===== src/design/ore_pkg.sv =====
// Shared constants, register indexes and the moving-average helper for the occupancy rate block.
`default_nettype none

package ore_pkg;

    localparam int TS_W    = 64;   // timestamp counter width
    localparam int MUL_W   = 16;   // tick-to-ns numerator and denominator width
    localparam int SHIFT_W = 4;    // averaging weight shift width
    localparam int DNS_W   = 48;   // elapsed-ns width
    localparam int RATE_W  = 32;   // Q16.16 rate width
    localparam int PROD_W  = TS_W + MUL_W;
    localparam int EWMA_W  = RATE_W + (2 ** SHIFT_W);
    localparam int CFG_IDX_W = 2;

    localparam int COUNTER_BITS_DEF = 48;
    localparam int FRAC_BITS_DEF    = 16;

    localparam logic [CFG_IDX_W-1:0] REG_NS_MUL    = 2'd0;
    localparam logic [CFG_IDX_W-1:0] REG_NS_DIV    = 2'd1;
    localparam logic [CFG_IDX_W-1:0] REG_SHORT_SHF = 2'd2;
    localparam logic [CFG_IDX_W-1:0] REG_LONG_SHF  = 2'd3;

    localparam logic [MUL_W-1:0]   NS_MUL_RST    = 16'd10;
    localparam logic [MUL_W-1:0]   NS_DIV_RST    = 16'd21;
    localparam logic [SHIFT_W-1:0] SHORT_SHF_RST = 4'd3;
    localparam logic [SHIFT_W-1:0] LONG_SHF_RST  = 4'd8;

    localparam logic [DNS_W-1:0]  DNS_SAT  = {DNS_W{1'b1}};
    localparam logic [RATE_W-1:0] RATE_SAT = {RATE_W{1'b1}};

    // avg = floor((avg * (2^k - 1) + x) / 2^k)
    function automatic logic [RATE_W-1:0] ewma_step(
        input logic [RATE_W-1:0]  prev,
        input logic [RATE_W-1:0]  x,
        input logic [SHIFT_W-1:0] k
    );
        logic [EWMA_W-1:0] acc;
        logic [EWMA_W-1:0] shr;
        acc = (EWMA_W'(prev) << k) - EWMA_W'(prev) + EWMA_W'(x);
        shr = acc >> k;
        return shr[RATE_W-1:0];
    endfunction

endpackage

`default_nettype wire


===== src/design/occupancy_rate_ewma.sv =====
// Occupancy rate block: sequencer, shared divide step, moving averages and result register.
//
// Usage: the sample channel (item_valid/item_ready) takes one request with an
// occupancy counter sample and a timestamp sample. The report channel
// (report_valid/report_ready) returns exactly one result per request. The cfg
// channel writes registers by index and is always ready; write it only while idle.
// Sequence: the first sample after reset only primes state; the sequencer goes
// straight to its result state, which loads the report register. Otherwise the
// multiply takes one bit of ns_multiplier a cycle, then the tick-to-ns division
// and the rate division, each after a saturation check, run through the single
// restoring divide-step unit, then the two averages and the result load follow;
// a division is skipped when its quotient saturates, and the rate division and
// averaging when elapsed time is zero. A new request is taken in the cycle after
// the result is loaded into the report register, never while one is in progress.
// Stall: the report register holds its result while report_ready is low; the
// next request may be taken and computed meanwhile, but its result waits in
// the sequencer until the report register frees.
// Reset: clears the averages, the primed flag and the control state, and loads
// the default register values (10, 21, 3, 8).
`default_nettype none

module occupancy_rate_ewma
    import ore_pkg::*;
#(
    parameter int COUNTER_BITS = COUNTER_BITS_DEF,
    parameter int FRAC_BITS    = FRAC_BITS_DEF
) (
    input  wire logic                    clk,
    input  wire logic                    rst_n,

    input  wire logic                    item_valid,
    output logic                         item_ready,
    input  wire logic [COUNTER_BITS-1:0] occupancy_count,
    input  wire logic [TS_W-1:0]         timestamp,

    output logic                         report_valid,
    input  wire logic                    report_ready,
    output logic                         result_valid,
    output logic      [DNS_W-1:0]        delta_ns,
    output logic      [RATE_W-1:0]       rate_now,
    output logic      [RATE_W-1:0]       rate_short,
    output logic      [RATE_W-1:0]       rate_long,

    input  wire logic                    cfg_valid,
    output logic                         cfg_ready,
    input  wire logic [CFG_IDX_W-1:0]    cfg_index,
    input  wire logic [MUL_W-1:0]        cfg_data
);

    localparam int NUM_W = COUNTER_BITS + FRAC_BITS;
    localparam int NUM_X = (NUM_W > RATE_W) ? NUM_W : RATE_W + 1;
    localparam int HI_W  = (NUM_X - RATE_W > DNS_W) ? NUM_X - RATE_W : DNS_W;

    localparam logic [3:0] ST_IDLE  = 4'd0;
    localparam logic [3:0] ST_MUL   = 4'd1;
    localparam logic [3:0] ST_NSCHK = 4'd2;
    localparam logic [3:0] ST_NSDIV = 4'd3;
    localparam logic [3:0] ST_RCHK  = 4'd4;
    localparam logic [3:0] ST_RDIV  = 4'd5;
    localparam logic [3:0] ST_EWS   = 4'd6;
    localparam logic [3:0] ST_EWL   = 4'd7;
    localparam logic [3:0] ST_FIN   = 4'd8;

    logic [3:0]              state_reg, state_next;
    logic [5:0]              cnt_reg, cnt_next;
    logic                    primed_reg, primed_next;
    logic [RATE_W-1:0]       avg_short_reg, avg_short_next;
    logic [RATE_W-1:0]       avg_long_reg, avg_long_next;
    logic [MUL_W-1:0]        mul_reg, mul_next;
    logic [MUL_W-1:0]        div_reg, div_next;
    logic [SHIFT_W-1:0]      kshort_reg, kshort_next;
    logic [SHIFT_W-1:0]      klong_reg, klong_next;
    logic                    report_valid_reg, report_valid_next;

    logic [COUNTER_BITS-1:0] last_occ_reg, last_occ_next;
    logic [TS_W-1:0]         last_ts_reg, last_ts_next;
    logic [TS_W-1:0]         ticks_reg, ticks_next;
    logic [COUNTER_BITS-1:0] diff_reg, diff_next;
    logic [PROD_W-1:0]       acc_reg, acc_next;
    logic [DNS_W-1:0]        rem_reg, rem_next;
    logic [DNS_W-1:0]        quo_reg, quo_next;
    logic [DNS_W-1:0]        dns_reg, dns_next;
    logic [RATE_W-1:0]       rate_reg, rate_next;
    logic                    ok_reg, ok_next;
    logic                    out_ok_reg;
    logic [DNS_W-1:0]        out_dns_reg;
    logic [RATE_W-1:0]       out_rate_reg;
    logic [RATE_W-1:0]       out_short_reg;
    logic [RATE_W-1:0]       out_long_reg;

    logic [MUL_W-1:0]        div_eff;
    logic [NUM_X-1:0]        num_x;
    logic [HI_W-1:0]         hi_ext;
    logic [PROD_W-DNS_W-1:0] hi_ns;
    logic                    load_out;
    logic                    step_din;
    logic [DNS_W-1:0]        step_divisor;
    logic [DNS_W-1:0]        step_rem;
    logic                    step_q;

    assign div_eff = (div_reg == '0) ? MUL_W'(1) : div_reg;
    assign num_x   = {{(NUM_X - COUNTER_BITS){1'b0}}, diff_reg} << FRAC_BITS;
    assign hi_ext  = HI_W'(num_x[NUM_X-1:RATE_W]);
    assign hi_ns   = acc_reg[PROD_W-1:DNS_W];

    assign step_din     = (state_reg == ST_NSDIV) ? quo_reg[DNS_W-1] : quo_reg[RATE_W-1];
    assign step_divisor = (state_reg == ST_NSDIV) ? DNS_W'(div_eff) : dns_reg;

    ore_div_step u_div_step (
        .rem      (rem_reg),
        .din      (step_din),
        .divisor  (step_divisor),
        .rem_next (step_rem),
        .qbit     (step_q)
    );

    assign item_ready = (state_reg == ST_IDLE);
    assign cfg_ready  = 1'b1;
    assign load_out   = (state_reg == ST_FIN) && (!report_valid_reg || report_ready);

    always_comb
    begin
        state_next        = state_reg;
        cnt_next          = cnt_reg;
        primed_next       = primed_reg;
        avg_short_next    = avg_short_reg;
        avg_long_next     = avg_long_reg;
        mul_next          = mul_reg;
        div_next          = div_reg;
        kshort_next       = kshort_reg;
        klong_next        = klong_reg;
        last_occ_next     = last_occ_reg;
        last_ts_next      = last_ts_reg;
        ticks_next        = ticks_reg;
        diff_next         = diff_reg;
        acc_next          = acc_reg;
        rem_next          = rem_reg;
        quo_next          = quo_reg;
        dns_next          = dns_reg;
        rate_next         = rate_reg;
        ok_next           = ok_reg;

        if (load_out)
        begin
            report_valid_next = 1'b1;
        end
        else if (report_ready)
        begin
            report_valid_next = 1'b0;
        end
        else
        begin
            report_valid_next = report_valid_reg;
        end

        if (cfg_valid)
        begin
            unique case (cfg_index)
                REG_NS_MUL:    mul_next    = cfg_data;
                REG_NS_DIV:    div_next    = cfg_data;
                REG_SHORT_SHF: kshort_next = cfg_data[SHIFT_W-1:0];
                REG_LONG_SHF:  klong_next  = cfg_data[SHIFT_W-1:0];
                default:       ;
            endcase
        end

        unique case (state_reg)
            ST_IDLE:
            begin
                if (item_valid)
                begin
                    last_occ_next = occupancy_count;
                    last_ts_next  = timestamp;
                    primed_next   = 1'b1;
                    ticks_next    = timestamp - last_ts_reg;
                    diff_next     = occupancy_count - last_occ_reg;
                    acc_next      = '0;
                    cnt_next      = 6'(MUL_W - 1);
                    if (primed_reg)
                    begin
                        state_next = ST_MUL;
                    end
                    else
                    begin
                        ok_next    = 1'b0;
                        dns_next   = '0;
                        rate_next  = '0;
                        state_next = ST_FIN;
                    end
                end
            end
            ST_MUL:
            begin
                // multiplier bits MSB first
                acc_next = (acc_reg << 1)
                         + (mul_reg[cnt_reg[3:0]] ? PROD_W'(ticks_reg) : '0);
                if (cnt_reg == '0)
                begin
                    state_next = ST_NSCHK;
                end
                else
                begin
                    cnt_next = cnt_reg - 6'd1;
                end
            end
            ST_NSCHK:
            begin
                // quotient >= 2^48 exactly when the top bits reach the divisor
                if (hi_ns >= (PROD_W - DNS_W)'(div_eff))
                begin
                    dns_next   = DNS_SAT;
                    state_next = ST_RCHK;
                end
                else
                begin
                    rem_next   = DNS_W'(hi_ns[MUL_W-1:0]);
                    quo_next   = acc_reg[DNS_W-1:0];
                    cnt_next   = 6'(DNS_W - 1);
                    state_next = ST_NSDIV;
                end
            end
            ST_NSDIV:
            begin
                rem_next = step_rem;
                quo_next = {quo_reg[DNS_W-2:0], step_q};
                if (cnt_reg == '0)
                begin
                    dns_next   = {quo_reg[DNS_W-2:0], step_q};
                    state_next = ST_RCHK;
                end
                else
                begin
                    cnt_next = cnt_reg - 6'd1;
                end
            end
            ST_RCHK:
            begin
                if (dns_reg == '0)
                begin
                    ok_next    = 1'b0;
                    rate_next  = '0;
                    state_next = ST_FIN;
                end
                else if (hi_ext >= HI_W'(dns_reg))
                begin
                    rate_next  = RATE_SAT;
                    state_next = ST_EWS;
                end
                else
                begin
                    rem_next   = hi_ext[DNS_W-1:0];
                    quo_next   = DNS_W'(num_x[RATE_W-1:0]);
                    cnt_next   = 6'(RATE_W - 1);
                    state_next = ST_RDIV;
                end
            end
            ST_RDIV:
            begin
                rem_next = step_rem;
                quo_next = {quo_reg[DNS_W-2:0], step_q};
                if (cnt_reg == '0)
                begin
                    rate_next  = {quo_reg[RATE_W-2:0], step_q};
                    state_next = ST_EWS;
                end
                else
                begin
                    cnt_next = cnt_reg - 6'd1;
                end
            end
            ST_EWS:
            begin
                avg_short_next = ewma_step(avg_short_reg, rate_reg, kshort_reg);
                state_next     = ST_EWL;
            end
            ST_EWL:
            begin
                avg_long_next = ewma_step(avg_long_reg, rate_reg, klong_reg);
                ok_next       = 1'b1;
                state_next    = ST_FIN;
            end
            ST_FIN:
            begin
                if (load_out)
                begin
                    state_next = ST_IDLE;
                end
            end
            default:
            begin
                state_next = ST_IDLE;
            end
        endcase
    end

    always_ff @(posedge clk or negedge rst_n)
    begin
        if (!rst_n)
        begin
            state_reg        <= ST_IDLE;
            cnt_reg          <= '0;
            primed_reg       <= 1'b0;
            avg_short_reg    <= '0;
            avg_long_reg     <= '0;
            mul_reg          <= NS_MUL_RST;
            div_reg          <= NS_DIV_RST;
            kshort_reg       <= SHORT_SHF_RST;
            klong_reg        <= LONG_SHF_RST;
            report_valid_reg <= 1'b0;
        end
        else
        begin
            state_reg        <= state_next;
            cnt_reg          <= cnt_next;
            primed_reg       <= primed_next;
            avg_short_reg    <= avg_short_next;
            avg_long_reg     <= avg_long_next;
            mul_reg          <= mul_next;
            div_reg          <= div_next;
            kshort_reg       <= kshort_next;
            klong_reg        <= klong_next;
            report_valid_reg <= report_valid_next;
        end
    end

    always_ff @(posedge clk)
    begin
        last_occ_reg <= last_occ_next;
        last_ts_reg  <= last_ts_next;
        ticks_reg    <= ticks_next;
        diff_reg     <= diff_next;
        acc_reg      <= acc_next;
        rem_reg      <= rem_next;
        quo_reg      <= quo_next;
        dns_reg      <= dns_next;
        rate_reg     <= rate_next;
        ok_reg       <= ok_next;
        if (load_out)
        begin
            out_ok_reg    <= ok_reg;
            out_dns_reg   <= dns_reg;
            out_rate_reg  <= rate_reg;
            out_short_reg <= avg_short_reg;
            out_long_reg  <= avg_long_reg;
        end
    end

    assign report_valid = report_valid_reg;
    assign result_valid = out_ok_reg;
    assign delta_ns     = out_dns_reg;
    assign rate_now     = out_rate_reg;
    assign rate_short   = out_short_reg;
    assign rate_long    = out_long_reg;

`ifndef NO_ASSERTIONS
    a_invalid_zero: assert property (@(posedge clk) disable iff (!rst_n)
        report_valid && !result_valid |-> rate_now == '0 && delta_ns == '0)
        else $error("invalid report carries nonzero rate or delta");

    a_valid_nonzero_dns: assert property (@(posedge clk) disable iff (!rst_n)
        report_valid && result_valid |-> delta_ns != '0)
        else $error("valid report with zero elapsed time");

    a_busy_after_accept: assert property (@(posedge clk) disable iff (!rst_n)
        item_valid && item_ready |=> !item_ready)
        else $error("sample request taken while still busy");

    a_primed_sticks: assert property (@(posedge clk) disable iff (!rst_n)
        primed_reg |=> primed_reg)
        else $error("primed flag dropped");
`endif

endmodule

`default_nettype wire


===== src/design/ore_div_step.sv =====
// One restoring division step, shared by the tick-to-ns and the rate division.
`default_nettype none

module ore_div_step
    import ore_pkg::*;
(
    input  wire logic [DNS_W-1:0] rem,
    input  wire logic             din,
    input  wire logic [DNS_W-1:0] divisor,
    output logic      [DNS_W-1:0] rem_next,
    output logic                  qbit
);

    logic [DNS_W:0] trial;
    logic [DNS_W:0] sub;

    assign trial    = {rem, din};
    assign sub      = trial - {1'b0, divisor};
    assign qbit     = (trial >= {1'b0, divisor});
    // remainder stays below the divisor, so it fits DNS_W bits
    assign rem_next = qbit ? sub[DNS_W-1:0] : trial[DNS_W-1:0];

endmodule

`default_nettype wire


===== config.mk =====
export PLATFORM = sky130hd
export DESIGN_NAME = occupancy_rate_ewma
export DESIGN_NICKNAME = d
export VERILOG_FILES = /design/src/design/ore_pkg.sv /design/src/design/occupancy_rate_ewma.sv /design/src/design/ore_div_step.sv
export SDC_FILE = /design/constraint.sdc
export NUM_CORES = 2
export LEC_CHECK = 0
export BUFFER_PORTS_ARGS = -buffer_cell sky130_fd_sc_hd__buf_4
export CAP_MARGIN = 5
export CORE_AREA = 3 3 306 308
export CTS_CLUSTER_SIZE = 30
export DETAILED_ROUTE_END_ITERATION = 10
export DIE_AREA = 0 0 309 311
export PLACE_DENSITY = 0.75
export SYNTH_ARGS = -nofsm -noshare
export SYNTH_HDL_FRONTEND = slang
export SYNTH_SLANG_ARGS = --single-unit

===== constraint.sdc =====
create_clock -name clk -period 8.35 [get_ports clk]
set_input_delay 1.67 -clock clk [delete_from_list [all_inputs] [get_ports clk]]
set_output_delay 1.67 -clock clk [all_outputs]
set_load 0.005 [all_outputs]

==> reports/metrics.yaml <==
clock_sinks: 742
drt-initial-drc-count: 4820
final_max_slew_viol_count: 0
synth_ff_type: "edfxtp_1"
antenna_found_initial: 3
synth_top_cells_by_area: "edfxtp_1 (34%), ha_1 (8.4%), dfrtp_1 (5.0%)"
synthTopCellsByCount: "nand2_1 (640), edfxtp_1 (626), inv_1 (459)"
start_util: 0.5967
startpoint: "klong_reg[0]$_DFFE_PN0P_"
drive_above_1_share: 0.1111
worstMarginPinSlew_ns: 1.151
wl_mm: 162.2
outcome: "complete, no violations"
largest_reg_flops: 80
syn_inst: 5663
hold_class: "flop to flop"
grt_pass1_vias: 42280
min_period_ns: 6.619
worstPathMaxFanout: 45
viasPerCell: 6.297
port_buffers: 281
post_cts.repair.setup_buffers: 0
startpoint_type: "flop"
rr_startpoint: "klong_reg[0]$_DFFE_PN0P_"
dp_hpwl_mm: 123.5
nFillCells: 7458
die_width_um: 309
synth_most_common_cell: "nand2_1"
hold_viol: 0
cp_data_arrival_time_ns: 7.19
globalplace.congestion: 0.9976
crit_required_ns: 8.92
fin_skew_ns: 0.05105
slew_headroom: 0.2292
rsz0062_at_grt: "no"
synth_top_area_share: 0.3447
overflow: 0
final_core_util: 0.6605
fmax_ghz: 0.1511
track_usage: 0.3296
coreArea_mm2: 0.09139
cts_buffer_depth: 3
end_kind: "flop"
die_h_um: 311
clk_latency_ns: 0.69
synth_top_area_cell: "edfxtp_1"
firstDrtPassIters: 7
num_vias: 44500
detail-route-antenna-nets: 0
cts-htree-levels: 3
final_nets: 6377
yosysWarnings: 0
ys_seq_elements: 742
area_growth_pct: 10.69
setup_tns_ns: 0
syn-cell-area_mm2: 0.05453
row_count: 111
cts_tree: "built"
wl_per_cell_um: 22.95
setup_viol: 0
die-area_mm2: 0.09610
cts_hold_buf: 0
grt_pass1_wl_mm: 246.7
hold_path.startpoint: "ok_reg$_DFFE_PP_"
numCtsBuffers: 83
route.detailed.drc: 0
syn-num-nets: 6231
ctsResizeCount: 0
path_clk_slew_ns: 0.06
synthDistinctLibCells: 94
synth_edf_count: 626
post-route-period-util: 0.7927
async_flop_share: 0.1563
synth_area_per_cell_um2: 9.630
clockRootBuffer: "clkbuf_16"
ys_seq_area_frac: 0.3981
grt_max_degree: 88
drv_cap: 0
io_pins: 283
path_class: "flop to flop"
path summary, 6_finish.rpt:
| path | endpoint | slack [ns] | cells after the start |
|---|---|---|---|
| worst min-delay path | result_valid$_DFFE_PP_ | 0.42 | 0 |
| worst min register to register | result_valid$_DFFE_PP_ | 0.42 | 0 |
| worst max-delay path | avg_long_reg[23]$_DFFE_PN0P_ | 1.73 | 22 |
| min in group asynchronous | avg_short_reg[23]$_DFFE_PN0N_ | 1.16 | 1 |
| max in group asynchronous | klong_reg[0]$_DFFE_PN0P_ | 5.92 | 2 |
| worst max register to register | avg_long_reg[23]$_DFFE_PN0P_ | 1.73 | 22 |
metal layers:
metal  part of all wire  global-route usage
met1               0.42              0.4538
met2               0.45              0.5111
met3              0.087             0.06500
met4              0.047              0.1361
met5                  0                   0
cell usage in the layout (no fill, tap or decap), types with 55 or more instances in the layout:
master     Yosys  final
a211oi_1      70     70
a21o_1       250    250
a21oi_1      448    447
and2_1        95     95
and3_1        60     59
buf_4          5    321
clkbuf_16      0     86
dfrtp_1      108    103
edfxtp_1     626    626
fa_1          68     68
ha_1         365    365
inv_1        459    458
mux2_2        89     89
mux2i_1      208    208
mux4_2        55     55
nand2_1      640    637
nand3_1       79     78
nand4_1       72     72
nor2_1       357    354
nor2b_1       57     57
o21ai_0      219    219
o21ai_1      103    102
xnor2_1      191    191
xor2_1       114    114
cell families (layout without fill, tap and decap cells):
group / Yosys count / in the layout / share of synthesized area
AND/OR/NAND/NOR: 1561 / 1561 / 0.1317
buffers and inverters: 721 / 937 / 0.05006
other: 1 / 3 / 0.00006877
multiplexers: 359 / 359 / 0.08072
adder cells (fa/ha/maj): 433 / 433 / 0.1087
XOR/XNOR: 305 / 305 / 0.04899
flip-flops: 742 / 742 / 0.3981
AO/OA/AOI/OAI: 1541 / 1541 / 0.1816
stage by stage:
| stage | setup WS, ns | area (um2) | instances | hold WS [ns] |
|---|---|---|---|---|
| 2_1_floorplan | 0.8032 | 54530 | 5663 | 0.4003 |
| 3_3_place_gp | 1.872 | 57540 | 6910 | 0.4028 |
| 3_5_place_dp | 1.748 | 57540 | 6910 | 0.4045 |
| 4_1_cts | 1.731 | 60360 | 7065 | 0.4181 |
| 5_1_grt | 1.125 | 60360 | 7067 | 0.4398 |
| 6_report | 1.731 | 60360 | 7067 | 0.4189 |
worst max-delay path: stages, from the launching register on:
cell       delay, ns
dfrtp_4         0.77
buf_4           0.62
mux2_2          0.42
o21ai_0         0.21
nor2_1          0.06
a21oi_1         0.18
nor2_1          0.06
a21oi_1         0.21
fa_1            0.46
inv_1           0.08
ha_1            0.20
nand2_1         0.09
o21ba_1         0.22
o21a_1          0.21
o21ai_1         0.12
o311ai_2        0.46
a31oi_1         0.25
o311ai_1        0.48
mux2_1          0.21
o22ai_1         0.07
a2111oi_0       0.70
mux2i_1         0.22
o221ai_1        0.22
area by class of cell:
class	instances	area, um2	share of cell area
inverters	461	1738	0.02879
clock buffers	114	2297	0.03806
diodes	2	5.005	0.00008291
clock inverters	41	518.0	0.008581
flip-flops and latches	742	21720	0.3598
multi-input cells	4200	30190	0.5002
well taps	1186	1484	0.02458
repair buffers	321	2410	0.03992
Power is left out: the tool's default activity adds up to more than one toggle a clock period on the data nets, which glitch-free logic cannot reach.
